==> config.mk <==
export PLATFORM = sky130hd
export DESIGN_NAME = cfc_ctrl
export DESIGN_NICKNAME = d
export VERILOG_FILES = /design/src/sv/cfc_pkg.sv /design/src/sv/cfc_ctrl.sv
export SDC_FILE = /design/constraint.sdc
export NUM_CORES = 1
export LEC_CHECK = 0
export ABC_AREA = 1
export BUFFER_PORTS_ARGS = -buffer_cell sky130_fd_sc_hd__buf_2
export CORE_MARGIN = 4
export CORE_UTILIZATION = 55
export CTS_CLUSTER_DIAMETER = 50
export DETAILED_ROUTE_END_ITERATION = 10
export PLACE_DENSITY = 0.8
export REMOVE_ABC_BUFFERS = 1
export SETUP_SLACK_MARGIN = 0.4
export SLEW_MARGIN = 20
export SYNTH_ARGS = -nofsm -noshare
export SYNTH_HDL_FRONTEND = slang
export SYNTH_SLANG_ARGS = --single-unit
==> constraint.sdc <==
create_clock -name clk -period 2.9 [get_ports clk]
set_input_delay 0.58 -clock clk [delete_from_list [all_inputs] [get_ports clk]]
set_output_delay 0.58 -clock clk [all_outputs]
set_load 0.02 [all_outputs]
==> src/sv/cfc_pkg.sv <==
// Shared types, constants and helper functions for the chorus and flanger chain.
// Used by cfc_ctrl, cfc_dp and the top level; depends on nothing else.
package cfc_pkg;

	// Delay line and sine table geometry.
	localparam int CL_DEPTH = 4096;
	localparam int CL_AW = $clog2(CL_DEPTH);
	localparam int FL_DEPTH = 2048;
	localparam int FL_AW = $clog2(FL_DEPTH);
	localparam int SINE_DEPTH = 1024;
	localparam int SINE_AW = $clog2(SINE_DEPTH);
	localparam logic signed [22:0] FLANGER_BASE_Q8 = 23'sd33869;

	// Register indexes on the configuration port.
	localparam logic [2:0] REG_C_BASE = 3'd0;
	localparam logic [2:0] REG_C_DEPTH = 3'd1;
	localparam logic [2:0] REG_C_STEP = 3'd2;
	localparam logic [2:0] REG_C_MIX = 3'd3;
	localparam logic [2:0] REG_F_DEPTH = 3'd4;
	localparam logic [2:0] REG_F_STEP = 3'd5;
	localparam logic [2:0] REG_F_FB = 3'd6;
	localparam logic [2:0] REG_F_MIX = 3'd7;

	// Register reset values.
	localparam logic [19:0] RST_C_BASE = 20'd225792;
	localparam logic [19:0] RST_C_DEPTH = 20'd0;
	localparam logic [30:0] RST_C_STEP = 31'd9739;
	localparam logic [15:0] RST_C_MIX = 16'd19661;
	localparam logic [18:0] RST_F_DEPTH = 19'd56448;
	localparam logic [30:0] RST_F_STEP = 31'd29217;
	localparam logic [15:0] RST_F_FB = 16'd29491;
	localparam logic [15:0] RST_F_MIX = 16'd9830;

	// Sine polynomial coefficients in Q30.
	localparam longint Q30_ONE = 64'sd1073741824;
	localparam longint SIN_A1 = 64'sd1686629713;
	localparam longint SIN_A3 = -64'sd693598669;
	localparam longint SIN_A5 = 64'sd85569306;
	localparam longint SIN_A7 = -64'sd5026994;
	localparam longint SIN_A9 = 64'sd172273;

	// Datapath operations issued by the controller.
	typedef enum logic [4:0] {
		OP_IDLE, OP_CLEAR, OP_PHASE, OP_SINE, OP_MDEP, OP_DELAY, OP_RD1, OP_RD2,
		OP_DIFF, OP_MFR, OP_INTERP, OP_C_MIXA, OP_C_MIXB, OP_C_MIXC,
		OP_F_FB, OP_F_FIN, OP_F_MIXB, OP_F_OUT
	} op_t;

	typedef struct packed {
		op_t              op;
		logic             fx;       // 0 chorus, 1 flanger
		logic             load;     // capture a new dry sample
		logic [CL_AW-1:0] clr_addr;
	} cmd_t;

	typedef struct packed {
		logic out_full;
	} sts_t;

	typedef logic signed [15:0] sine_tab_t [SINE_DEPTH];

	// Quarter-wave folded odd polynomial, rounded to Q1.15.
	function automatic logic signed [15:0] sine_of_phase(input logic [31:0] ph);
		longint x, x2, t, y;
		x = longint'({34'd0, ph[29:0]});
		if (ph[30]) x = Q30_ONE - x;
		x2 = (x * x) / Q30_ONE;
		t = SIN_A9;
		t = SIN_A7 + (t * x2) / Q30_ONE;
		t = SIN_A5 + (t * x2) / Q30_ONE;
		t = SIN_A3 + (t * x2) / Q30_ONE;
		t = SIN_A1 + (t * x2) / Q30_ONE;
		y = (t * x) / Q30_ONE;
		if (y < 0) y = 0;
		y = (y + 64'sd16384) >>> 15;
		if (y > 64'sd32767) y = 64'sd32767;
		if (ph[31]) y = -y;
		return y[15:0];
	endfunction

	function automatic sine_tab_t make_sine_tab();
		sine_tab_t tab;
		for (int i = 0; i < SINE_DEPTH; i++) begin
			tab[i] = sine_of_phase(32'(longint'(i) << (32 - SINE_AW)));
		end
		return tab;
	endfunction

	localparam sine_tab_t SINE_TAB = make_sine_tab();

	// Saturate a wide signed value to 24 bits.
	function automatic logic signed [23:0] sat24(input logic signed [47:0] v);
		if (v > 48'sd8388607) return 24'sh7FFFFF;
		if (v < -48'sd8388608) return 24'sh800000;
		return v[23:0];
	endfunction

	// Gains above unity are held at unity.
	function automatic logic [16:0] gain17(input logic [15:0] g);
		return (g > 16'd32768) ? 17'd32768 : {1'b0, g};
	endfunction

endpackage

==> src/sv/cfc_ctrl.sv <==
// Sequencer for the chorus and flanger chain: clears the lines after reset,
// then steps each sample through both effects. Depends on cfc_pkg.
module cfc_ctrl (
	input  logic          clk,
	input  logic          arst_n,
	input  logic          in_valid,
	output logic          in_ready,
	input  cfc_pkg::sts_t sts,
	output cfc_pkg::cmd_t cmd
);

	typedef enum logic [4:0] {
		ST_CLEAR, ST_IDLE, ST_PHASE, ST_SINE, ST_MDEP, ST_DELAY, ST_RD1, ST_RD2,
		ST_DIFF, ST_MFR, ST_INTERP, ST_C_MIXA, ST_C_MIXB, ST_C_MIXC,
		ST_F_FB, ST_F_FIN, ST_F_MIXB, ST_F_OUT
	} state_t;

	state_t                    state_q;
	logic                      fx_q;
	logic [cfc_pkg::CL_AW-1:0] clr_q;

	assign in_ready = (state_q == ST_IDLE);

	// Decode the state into a datapath command.
	always_comb begin
		cmd.fx = fx_q;
		cmd.clr_addr = clr_q;
		cmd.load = in_valid && in_ready;
		case (state_q)
			ST_CLEAR:  cmd.op = cfc_pkg::OP_CLEAR;
			ST_IDLE:   cmd.op = cfc_pkg::OP_IDLE;
			ST_PHASE:  cmd.op = cfc_pkg::OP_PHASE;
			ST_SINE:   cmd.op = cfc_pkg::OP_SINE;
			ST_MDEP:   cmd.op = cfc_pkg::OP_MDEP;
			ST_DELAY:  cmd.op = cfc_pkg::OP_DELAY;
			ST_RD1:    cmd.op = cfc_pkg::OP_RD1;
			ST_RD2:    cmd.op = cfc_pkg::OP_RD2;
			ST_DIFF:   cmd.op = cfc_pkg::OP_DIFF;
			ST_MFR:    cmd.op = cfc_pkg::OP_MFR;
			ST_INTERP: cmd.op = cfc_pkg::OP_INTERP;
			ST_C_MIXA: cmd.op = cfc_pkg::OP_C_MIXA;
			ST_C_MIXB: cmd.op = cfc_pkg::OP_C_MIXB;
			ST_C_MIXC: cmd.op = cfc_pkg::OP_C_MIXC;
			ST_F_FB:   cmd.op = cfc_pkg::OP_F_FB;
			ST_F_FIN:  cmd.op = cfc_pkg::OP_F_FIN;
			ST_F_MIXB: cmd.op = cfc_pkg::OP_F_MIXB;
			ST_F_OUT:  cmd.op = cfc_pkg::OP_F_OUT;
			default:   cmd.op = cfc_pkg::OP_IDLE;
		endcase
	end

	// State register, effect select and clear address.
	always_ff @(posedge clk or negedge arst_n) begin
		if (!arst_n) begin
			state_q <= ST_CLEAR;
			fx_q <= 1'b0;
			clr_q <= '0;
		end else begin
			case (state_q)
				ST_CLEAR: begin
					clr_q <= clr_q + 1'b1;
					if (clr_q == {cfc_pkg::CL_AW{1'b1}}) state_q <= ST_IDLE;
				end
				ST_IDLE: begin
					fx_q <= 1'b0;
					if (in_valid) state_q <= ST_PHASE;
				end
				ST_PHASE:  state_q <= ST_SINE;
				ST_SINE:   state_q <= ST_MDEP;
				ST_MDEP:   state_q <= ST_DELAY;
				ST_DELAY:  state_q <= ST_RD1;
				ST_RD1:    state_q <= ST_RD2;
				ST_RD2:    state_q <= ST_DIFF;
				ST_DIFF:   state_q <= ST_MFR;
				ST_MFR:    state_q <= ST_INTERP;
				ST_INTERP: state_q <= fx_q ? ST_F_FB : ST_C_MIXA;
				ST_C_MIXA: state_q <= ST_C_MIXB;
				ST_C_MIXB: state_q <= ST_C_MIXC;
				ST_C_MIXC: begin
					fx_q <= 1'b1;
					state_q <= ST_PHASE;
				end
				ST_F_FB:   state_q <= ST_F_FIN;
				ST_F_FIN:  state_q <= ST_F_MIXB;
				ST_F_MIXB: state_q <= ST_F_OUT;
				ST_F_OUT: begin
					if (!sts.out_full) state_q <= ST_IDLE;
				end
				default:   state_q <= ST_IDLE;
			endcase
		end
	end

	// A result only leaves the last state once the output register is free.
	ap_out_wait: assert property (@(posedge clk) disable iff (!arst_n)
		state_q == ST_F_OUT && sts.out_full |=> state_q == ST_F_OUT)
		else $error("left output state while output register was full");
	// The chorus pass is always followed by the flanger pass.
	ap_fx_order: assert property (@(posedge clk) disable iff (!arst_n)
		state_q == ST_C_MIXC |=> state_q == ST_PHASE && fx_q)
		else $error("flanger pass did not follow chorus pass");
	// No request is taken during the clearing pass.
	ap_clear_block: assert property (@(posedge clk) disable iff (!arst_n)
		state_q == ST_CLEAR |-> !in_ready)
		else $error("input taken while clearing");

endmodule

==> results.toml, run 1 <==
[cells_and_area]
diodes = 0
final_cells = 208
final-seq-area_um2 = 450
multi_input_area_um2 = 636
drive_above_1_share = 0.249
nFillCells = 182
fin_nets = 192
syn_to_final_growth_pct = 13.8

[logic_synthesis]
synth_cell_types = 28
yosys-top-cells-count = "nand2_1, inv_1, dfrtp_1"
ys_seq_area_frac = 0.378
async_flop_share = 1.00
synth_top_family_by_area = "simple AND/OR/NAND/NOR gates"
post_synth.cell_area_avg_um2 = 7.64
yosysMostFrequentCell = "nand2_1"
synth-xor-area-share = 0.0515
synth-edff-count = 0
synth-compound-area-share = 0.0483
synth.largest_area_cell = "dfrtp_1"
synthCells = 156
synthTopCellsByArea = "dfrtp_1, nand2_1, inv_1, nor2_1, ha_1"
yosys_warnings = 0
synth-main-ff-cell = "dfrtp_1"
yosys.area_share.adder = 0.0525
syn_area_um2 = 1190
synth.mux.area_fraction = 0
synth-simple-area-share = 0.381
yosys.area.top_type_share = 0.378
ys_seq_elements = 18

[setup_path]
worstPathArrival_ns = 1.56
setup.worst_path.start_class = "flop"
critPathRequiredTime_ns = 2.32
crit_type = "reg -> out"
cp_max_fo = 5
cp-end-kind = "output port"

[place]
dp_hpwl_mm = 1.99
io_buffers = 23
gp_congestion = 0.835
numPlacedInstances = 205

[sta]
tightestPinTransition_ns = 0.393
setup_viol = 0
maxSlewViolCount = 0
tns_ns = 0
fin_crit_sh = 0.740
relSlewSlack = 0.738
hold_viol = 0
rsz0062_at_grt = "no"
fmax_ghz = 0.466
timing.hold.ws_ns = 0.202
min_period_ns = 2.14
worst_clock_skew_ns = 0.00113

[power]
power.density_nw_per_um2 = 278
p_int_uw = 301
p_seq_frac = 0.666
power_switching_uw = 75.9
power.leakage_nw = 0.740
swShare = 0.202
p_total_uw = 376
ir_drop_mv = 0.321
clockPowerShare = 0.316
pwr-share-comb = 0.018

[clocking]
tritoncts = "built"
postCtsSetupRepairBufs = 0
clk_pin_slew_ns = 0.09
cts_root_buffer = "clkbuf_4"
numCtsBuffers = 3
cts-htree-levels = 1
holdBufCountCts = 0
post_cts_resize_count = 0
clock_sinks = 18
cts_buffer_depth = 2
insertion_delay_ns = 0.28

[grt]
overflow = 0
grt_pass1_wl_mm = 4.14
grt_pass1_vias = 1000
grt_usage = 0.193
antenna_found_initial = 0
grt_max_degree = 19

[drt]
via_count = 1074
drt_iter0_markers = 17
drc_errors = 0
drtAntennaViolNets = 0
wl_mm = 2.45
dr.pass1.iters = 4
drt-wirelength-per-cell_um = 11.8
vias_per_cell = 5.16

[die]
initial_core_util = 0.595
core_um2 = 2000
io_pins = 24
die_h_um = 54.5
num_rows = 16
die-width_um = 54.5
die_area_um2 = 2970

[run_status]
status = "complete, no violations"

[job]
maxCapViolations = 0

[min_path]
hold_class = "in -> async"
state kept, by name, indices dropped and copies added (netlist names):
signal   cells
fx_q         1
clr_q       12
state_q      5
area by class of cell:
class,count,area share
inverter,24,0.0720
tap,27,0.0249
sequential,18,0.332
clock buffer,3,0.0166
timing repair buffer,23,0.0849
multi-input combinational,113,0.469
cells in the final DEF (no fill, tap or decap), types with 3 or more instances in the layout:
cell type / count
clkbuf_4: 3
inv_4: 3
inv_1: 19
dfrtp_1: 18
nor2_4: 3
nand2_1: 46
ha_1: 5
nor2_1: 17
nor3_1: 5
nand2_2: 4
xor2_1: 4
nand3_1: 8
buf_2: 23
xnor2_1: 3
metrics by stage:
stage / setup slack, ns / instance area, um2 / util
2_1_floorplan: 1.03 / 1180 / -
3_3_place_gp: 1.15 / 1330 / 0.666
3_5_place_dp: 1.09 / 1330 / 0.666
4_1_cts: 0.759 / 1360 / 0.677
5_1_grt: 0.683 / 1360 / 0.677
6_report: 0.755 / 1360 / 0.677
worst paths after layout:
| path | start | endpoint | slack, ns | cells past startpoint |
|---|---|---|---|---|
| max | state_q[1] | cmd[12] | 0.76 | 5 |
| min | arst_n | clr_q[3] | 0.20 | 1 |
| max reg2reg | state_q[1] | clr_q[10] | 1.27 | 11 |
| min reg2reg | clr_q[7] | clr_q[7] | 0.53 | 1 |
| max in group asynchronous | arst_n | clr_q[1] | 2.42 | 1 |
| min in group clk | clr_q[7] | clr_q[7] | 0.53 | 1 |
cells by family (layout without fill, tap and decap cells):
kind of cell | Yosys count | after routing
AOI/OAI and AO/OA | 9 | 9
xor gates and xnor gates | 7 | 7
adders and majority gates | 5 | 5
buffers and inverters | 25 | 50
DFF | 18 | 18
and+or+nand+nor | 92 | 92
routing by layer:
metal | vias up | GRT usage | part of all wire
li1 | 536 | - | -
met1 | 504 | 0.238 | 0.44
met2 | 28 | 0.339 | 0.51
met3 | 6 | 0.0272 | 0.036
met4 | 0 | 0.0747 | 0.018
met5 | - | 0 | 0
power groups by stage:
stage,registers (mW),clock network [mW],logic (mW)
2_1_floorplan,0.256,0,0.000402
3_3_place_gp,0.256,0,0.00703
5_1_grt,0.251,0.135,0.00793
6_report,0.251,0.119,0.00681
4_1_cts,0.251,0.124,0.00733
3_5_place_dp,0.256,0,0.00729
worst max-delay path: stages (launching register included):
cell and delay, ns:
dfrtp_1 0.44, inv_1 0.13, ha_1 0.23, nand2_2 0.12, nor3_1 0.18, buf_2 0.19
Power figures use the tool's default switching activity.
==> inputs of run 2 (changes only) <==
- CORE_UTILIZATION: 55 -> 54
- PLACE_DENSITY: 0.8 -> 0.79
- clock period: 2.9 -> 2.2 ns (I/O delays scaled with it)
==> run 2 against run 1 <==
Net effect:
- hold slack got worse by 0.14 ns
- global-route usage fell by 0.078 points
- sequential power rose by 32%
- cell count rose by 3.8%
- die area rose by 1.6%
- critical path depth did not move
- wire length rose by 7.7%
- critical endpoint is now cmd[14]
==> results.toml, run 2 (synthesis gave the netlist of run 1 again) <==
[die]
core_um2 = 2020
num_rows = 16
die-width_um = 55.0
die_area_um2 = 3020
die_h_um = 55.0
initial_core_util = 0.589
io_pins = 24

[grt]
overflow = 0
antenna_found_initial = 0
grt_pass1_wl_mm = 4.25
grt_max_degree = 19
grt_usage = 0.192
grt_pass1_vias = 1009

[job]
maxCapViolations = 0

[cells_and_area]
fin_nets = 199
final-seq-area_um2 = 453
largest_reg_flops = 12
regMostFlops = "clr_q"
multi_input_area_um2 = 679
final_common_cell = "nand2_1"
syn_to_final_growth_pct = 24.5
drive_above_1_share = 0.333
diodes = 0
final_cell_mix = "nand2_1, buf_2, inv_1, nor2_1, dfrtp_1"
nFillCells = 172
stdcell_area_um2 = 1480
reg.largest.list = "clr_q x12, state_q x5, fx_q x1"

[drt]
wl_mm = 2.64
via_count = 1117
drt_iter0_markers = 8
drc_errors = 0
vias_per_cell = 5.17
drtAntennaViolNets = 0
drt-wirelength-per-cell_um = 12.2
dr.pass1.iters = 4

[sta]
tns_ns = 0
setup_viol = 0
worst_clock_skew_ns = 0.00668
rsz0062_at_grt = "yes"
tightestPinTransition_ns = 0.424
timing.hold.ws_ns = 0.0631
relSlewSlack = 0.717
fmax_ghz = 0.530
fin_crit_sh = 0.857
maxSlewViolCount = 0
setup_slack_ns = 0.314
hold_viol = 0
min_period_ns = 1.89

[setup_path]
worst_path_largest_cell_delay_ns = 0.41
reg2reg_slack_ns = 0.61
slowest_stage = "dfrtp_1"
critPathRequiredTime_ns = 1.76
crit_type = "reg -> out"
setup.worst_path.start_class = "flop"
cp_max_fo = 3
r2r_cells = 12
worstPathArrival_ns = 1.45
r2r-start = "state_q[0]"
r2r_end = "state_q[0]"
path_cells = "inv_2 > ha_4 > nand2_2 > a32o_2 > buf_6"
cp-end-kind = "output port"

[clocking]
holdBufCountCts = 0
cts_buffer_depth = 2
tritoncts = "built"
clk_pin_slew_ns = 0.10
insertion_delay_ns = 0.29
numCtsBuffers = 3
clock_sinks = 18
cts_root_buffer = "clkbuf_4"
cts-htree-levels = 1

[place]
gp_congestion = 0.790
pre_cts_slack_ns = 0.512
io_buffers = 23
dp_hpwl_mm = 1.98
post_dp_cell_area_um2 = 1330

[min_path]
hold_class = "in -> async"

[power]
power.leakage_nw = 0.788
ir_drop_mv = 0.500
power.density_nw_per_um2 = 365

[run_status]
status = "complete, no violations"
-- run 2: cell type report --
type | instances | area share
Clock buffer | 4 | 0.0245
Inverter | 24 | 0.0658
Multi-Input combinational cell | 113 | 0.458
Sequential cell | 18 | 0.305
Tap cell | 27 | 0.0228
Timing Repair Buffer | 30 | 0.123
-- run 2: critical path: cells and delay by family, from the launching register on --
kind	cells	cell delay, ns
buffers and inverters	2	0.20
flip-flops	1	0.41
adder cells (fa/ha/maj)	1	0.26
AO/OA/AOI/OAI	1	0.24
AND/OR/NAND/NOR	1	0.04
-- run 2: power breakdown --
group | total [mW] | internal [mW] | switching [mW]
Sequential | 0.331 | 0.331 | 0
Combinational | 0.00971 | 0.00201 | 0.00770
Clock | 0.202 | 0.101 | 0.101
-- run 2: routing by layer --
layer / GRT usage / vias up / wire length, um
met1: 0.253 / 522 / 1190
met3: 0.0509 / 2 / 189
met5: 0 / - / 0
met4: 0.0324 / 0 / 10
met2: 0.321 / 36 / 1250
li1: - / 557 / -
-- run 2: what timing repair did --
| item | CTS | global route |
|---|---|---|
| setup endpoints to repair | 4 | 4 |
| pin swaps | 4 | 0 |
| resized for setup | 12 | 5 |
| buffers inserted | 5 | 2 |
-- run 2: worst max-delay path by stage --
stage,end,from,slack (ns)
after CTS,cmd[14],state_q[0],0.31
final,cmd[14],state_q[0],0.31
after floorplan,cmd[12],state_q[1],0.47
after detailed placement,cmd[14],state_q[0],0.51
after global placement,cmd[14],state_q[1],0.60
after global routing,cmd[14],state_q[0],0.25
-- run 2: through the flow --
step	instances	utilization	total power, mW
after floorplan	155	-	0.338
after detailed placement	205	0.659	0.347
after global placement	205	0.659	0.347
final	216	0.733	0.542
after CTS	214	0.717	0.549
after global routing	216	0.733	0.565
==> inputs of run 3 (changes only) <==
- CELL_PAD_IN_SITES_DETAIL_PLACEMENT: not set -> 1
- CELL_PAD_IN_SITES_GLOBAL_PLACEMENT: not set -> 2
- CORE_UTILIZATION: 54 -> 30
- MAX_ROUTING_LAYER: not set -> met4
- PLACE_DENSITY: 0.79 -> 0.77
==> run 3 against run 2 <==
Net effect:
- worst setup slack gained 0.057 ns
- count of clock-buffer cells in the layout shrank 1
- global-route usage shrank 5.6 points
- register-to-register slack is essentially flat
- fmax grew 3.1%
- cell area grew 0.59%
- sequential share of layout area shrank 0.26 points
- cell count grew 7.9%
- utilization shrank 33 points
- die area grew 67%
- hold slack gained 0.060 ns
==> results.toml, run 3 (synthesis gave the netlist of run 1 again) <==
[run_status]
status = "complete, no violations"

[die]
die_area_um2 = 5040
die_h_um = 71.0
initial_core_util = 0.318
core_um2 = 3740
num_rows = 22
io_pins = 24
die-width_um = 71.0

[clocking]
cts_root_buffer = "clkbuf_8"
cts_buffer_depth = 2
insertion_delay_ns = 0.25
numCtsBuffers = 3
holdBufCountCts = 0
clk_pin_slew_ns = 0.07
cts-htree-levels = 1
tritoncts = "built"
clock_sinks = 18

[drt]
drc_errors = 0
vias_per_cell = 4.60
wl_mm = 3.06
drt-wirelength-per-cell_um = 13.1
via_count = 1072
drtAntennaViolNets = 0
dr.pass1.iters = 4
drt_iter0_markers = 53

[sta]
setup_slack_ns = 0.371
relSlewSlack = 0.705
timing.hold.ws_ns = 0.123
rsz0062_at_grt = "yes"
fin_crit_sh = 0.831
hold_viol = 0
setup_viol = 0
maxSlewViolCount = 0
min_period_ns = 1.83
tns_ns = 0
worst_clock_skew_ns = 0.00354
fmax_ghz = 0.547
tightestPinTransition_ns = 0.442

[grt]
grt_usage = 0.136
overflow = 0
grt_max_degree = 19
grt_pass1_wl_mm = 5.54
antenna_found_initial = 0
grt_pass1_vias = 1191

[cells_and_area]
diodes = 0
largest_reg_flops = 12
final_cell_mix = "nand2_1, buf_2, inv_1, nor2_1, dfrtp_1"
regMostFlops = "clr_q"
final_cells = 233
drive_above_1_share = 0.297
reg.largest.list = "clr_q x12, state_q x5, fx_q x1"
final_common_cell = "nand2_1"
syn_to_final_growth_pct = 25.2
fin_nets = 196

[setup_path]
crit_type = "reg -> out"
cp_max_fo = 4
r2r-start = "state_q[0]"
cp-end-kind = "output port"
r2r_cells = 12
worstPathArrival_ns = 1.39
critPathRequiredTime_ns = 1.76
reg2reg_slack_ns = 0.60
setup.worst_path.start_class = "flop"
r2r_end = "state_q[0]"

[power]
swShare = 0.211
pwr-share-comb = 0.018
power.density_nw_per_um2 = 386
power_switching_uw = 121
ir_drop_mv = 0.217
p_int_uw = 454
p_total_uw = 576
power.leakage_nw = 0.777
clockPowerShare = 0.408
p_seq_frac = 0.574

[min_path]
hold_class = "in -> async"

[place]
io_buffers = 23
gp_congestion = 0.759
pre_cts_slack_ns = 0.526
dp_hpwl_mm = 2.43
numPlacedInstances = 226

[job]
maxCapViolations = 0
run 3: how the worst max path moves through the flow:
stage / from / endpoint / slack (ns) / depth (start not counted)
final: state_q[0] / cmd[14] / 0.37 / 5
after global routing: state_q[0] / cmd[14] / 0.30 / 5
after CTS: state_q[0] / cmd[14] / 0.37 / 5
after detailed placement: state_q[1] / cmd[12] / 0.53 / 5
after global placement: state_q[1] / cmd[12] / 0.58 / 5
after floorplan: state_q[1] / cmd[12] / 0.47 / 4
run 3: critical path: stages (launching register included):
cell and delay [ns]:
dfrtp_1 0.41, inv_2 0.08, ha_4 0.25, nand2_1 0.04, a32o_1 0.22, buf_6 0.13
run 3: area by class of cell:
class | instances | area, um2
Clock buffer | 3 | 41.3
Fill cell | 475 | 2250
Inverter | 24 | 97.6
Multi-Input combinational cell | 113 | 677
Sequential cell | 18 | 452
Tap cell | 48 | 60.1
Timing Repair Buffer | 27 | 164
run 3: layer usage:
metal,up-vias,routed length (um),track usage
met5,-,0,-
met4,0,0,0.0188
met3,0,88,0.0170
met2,16,1590,0.240
met1,515,1380,0.170
li1,541,-,-
run 3: repair_timing:
item / 4_1_cts / 5_1_grt
resized for setup: 11 / 4
setup endpoints to repair: 3 / 4
pin swaps: 1 / 1
setup buffers: 3 / 1
run 3: metrics by stage:
stage	utilization	instance area, um2
2_1_floorplan	-	1180
4_1_cts	0.392	1470
6_report	0.398	1490
5_1_grt	0.398	1490
3_5_place_dp	0.363	1360
3_3_place_gp	0.363	1360
run 3: power groups by stage:
stage | Sequential [mW] | Combinational [mW] | Clock (mW)
final | 0.331 | 0.0103 | 0.235
after global routing | 0.330 | 0.0120 | 0.257
after CTS | 0.331 | 0.0107 | 0.243
after detailed placement | 0.337 | 0.0105 | 0
after global placement | 0.337 | 0.0104 | 0
after floorplan | 0.337 | 0.000529 | 0
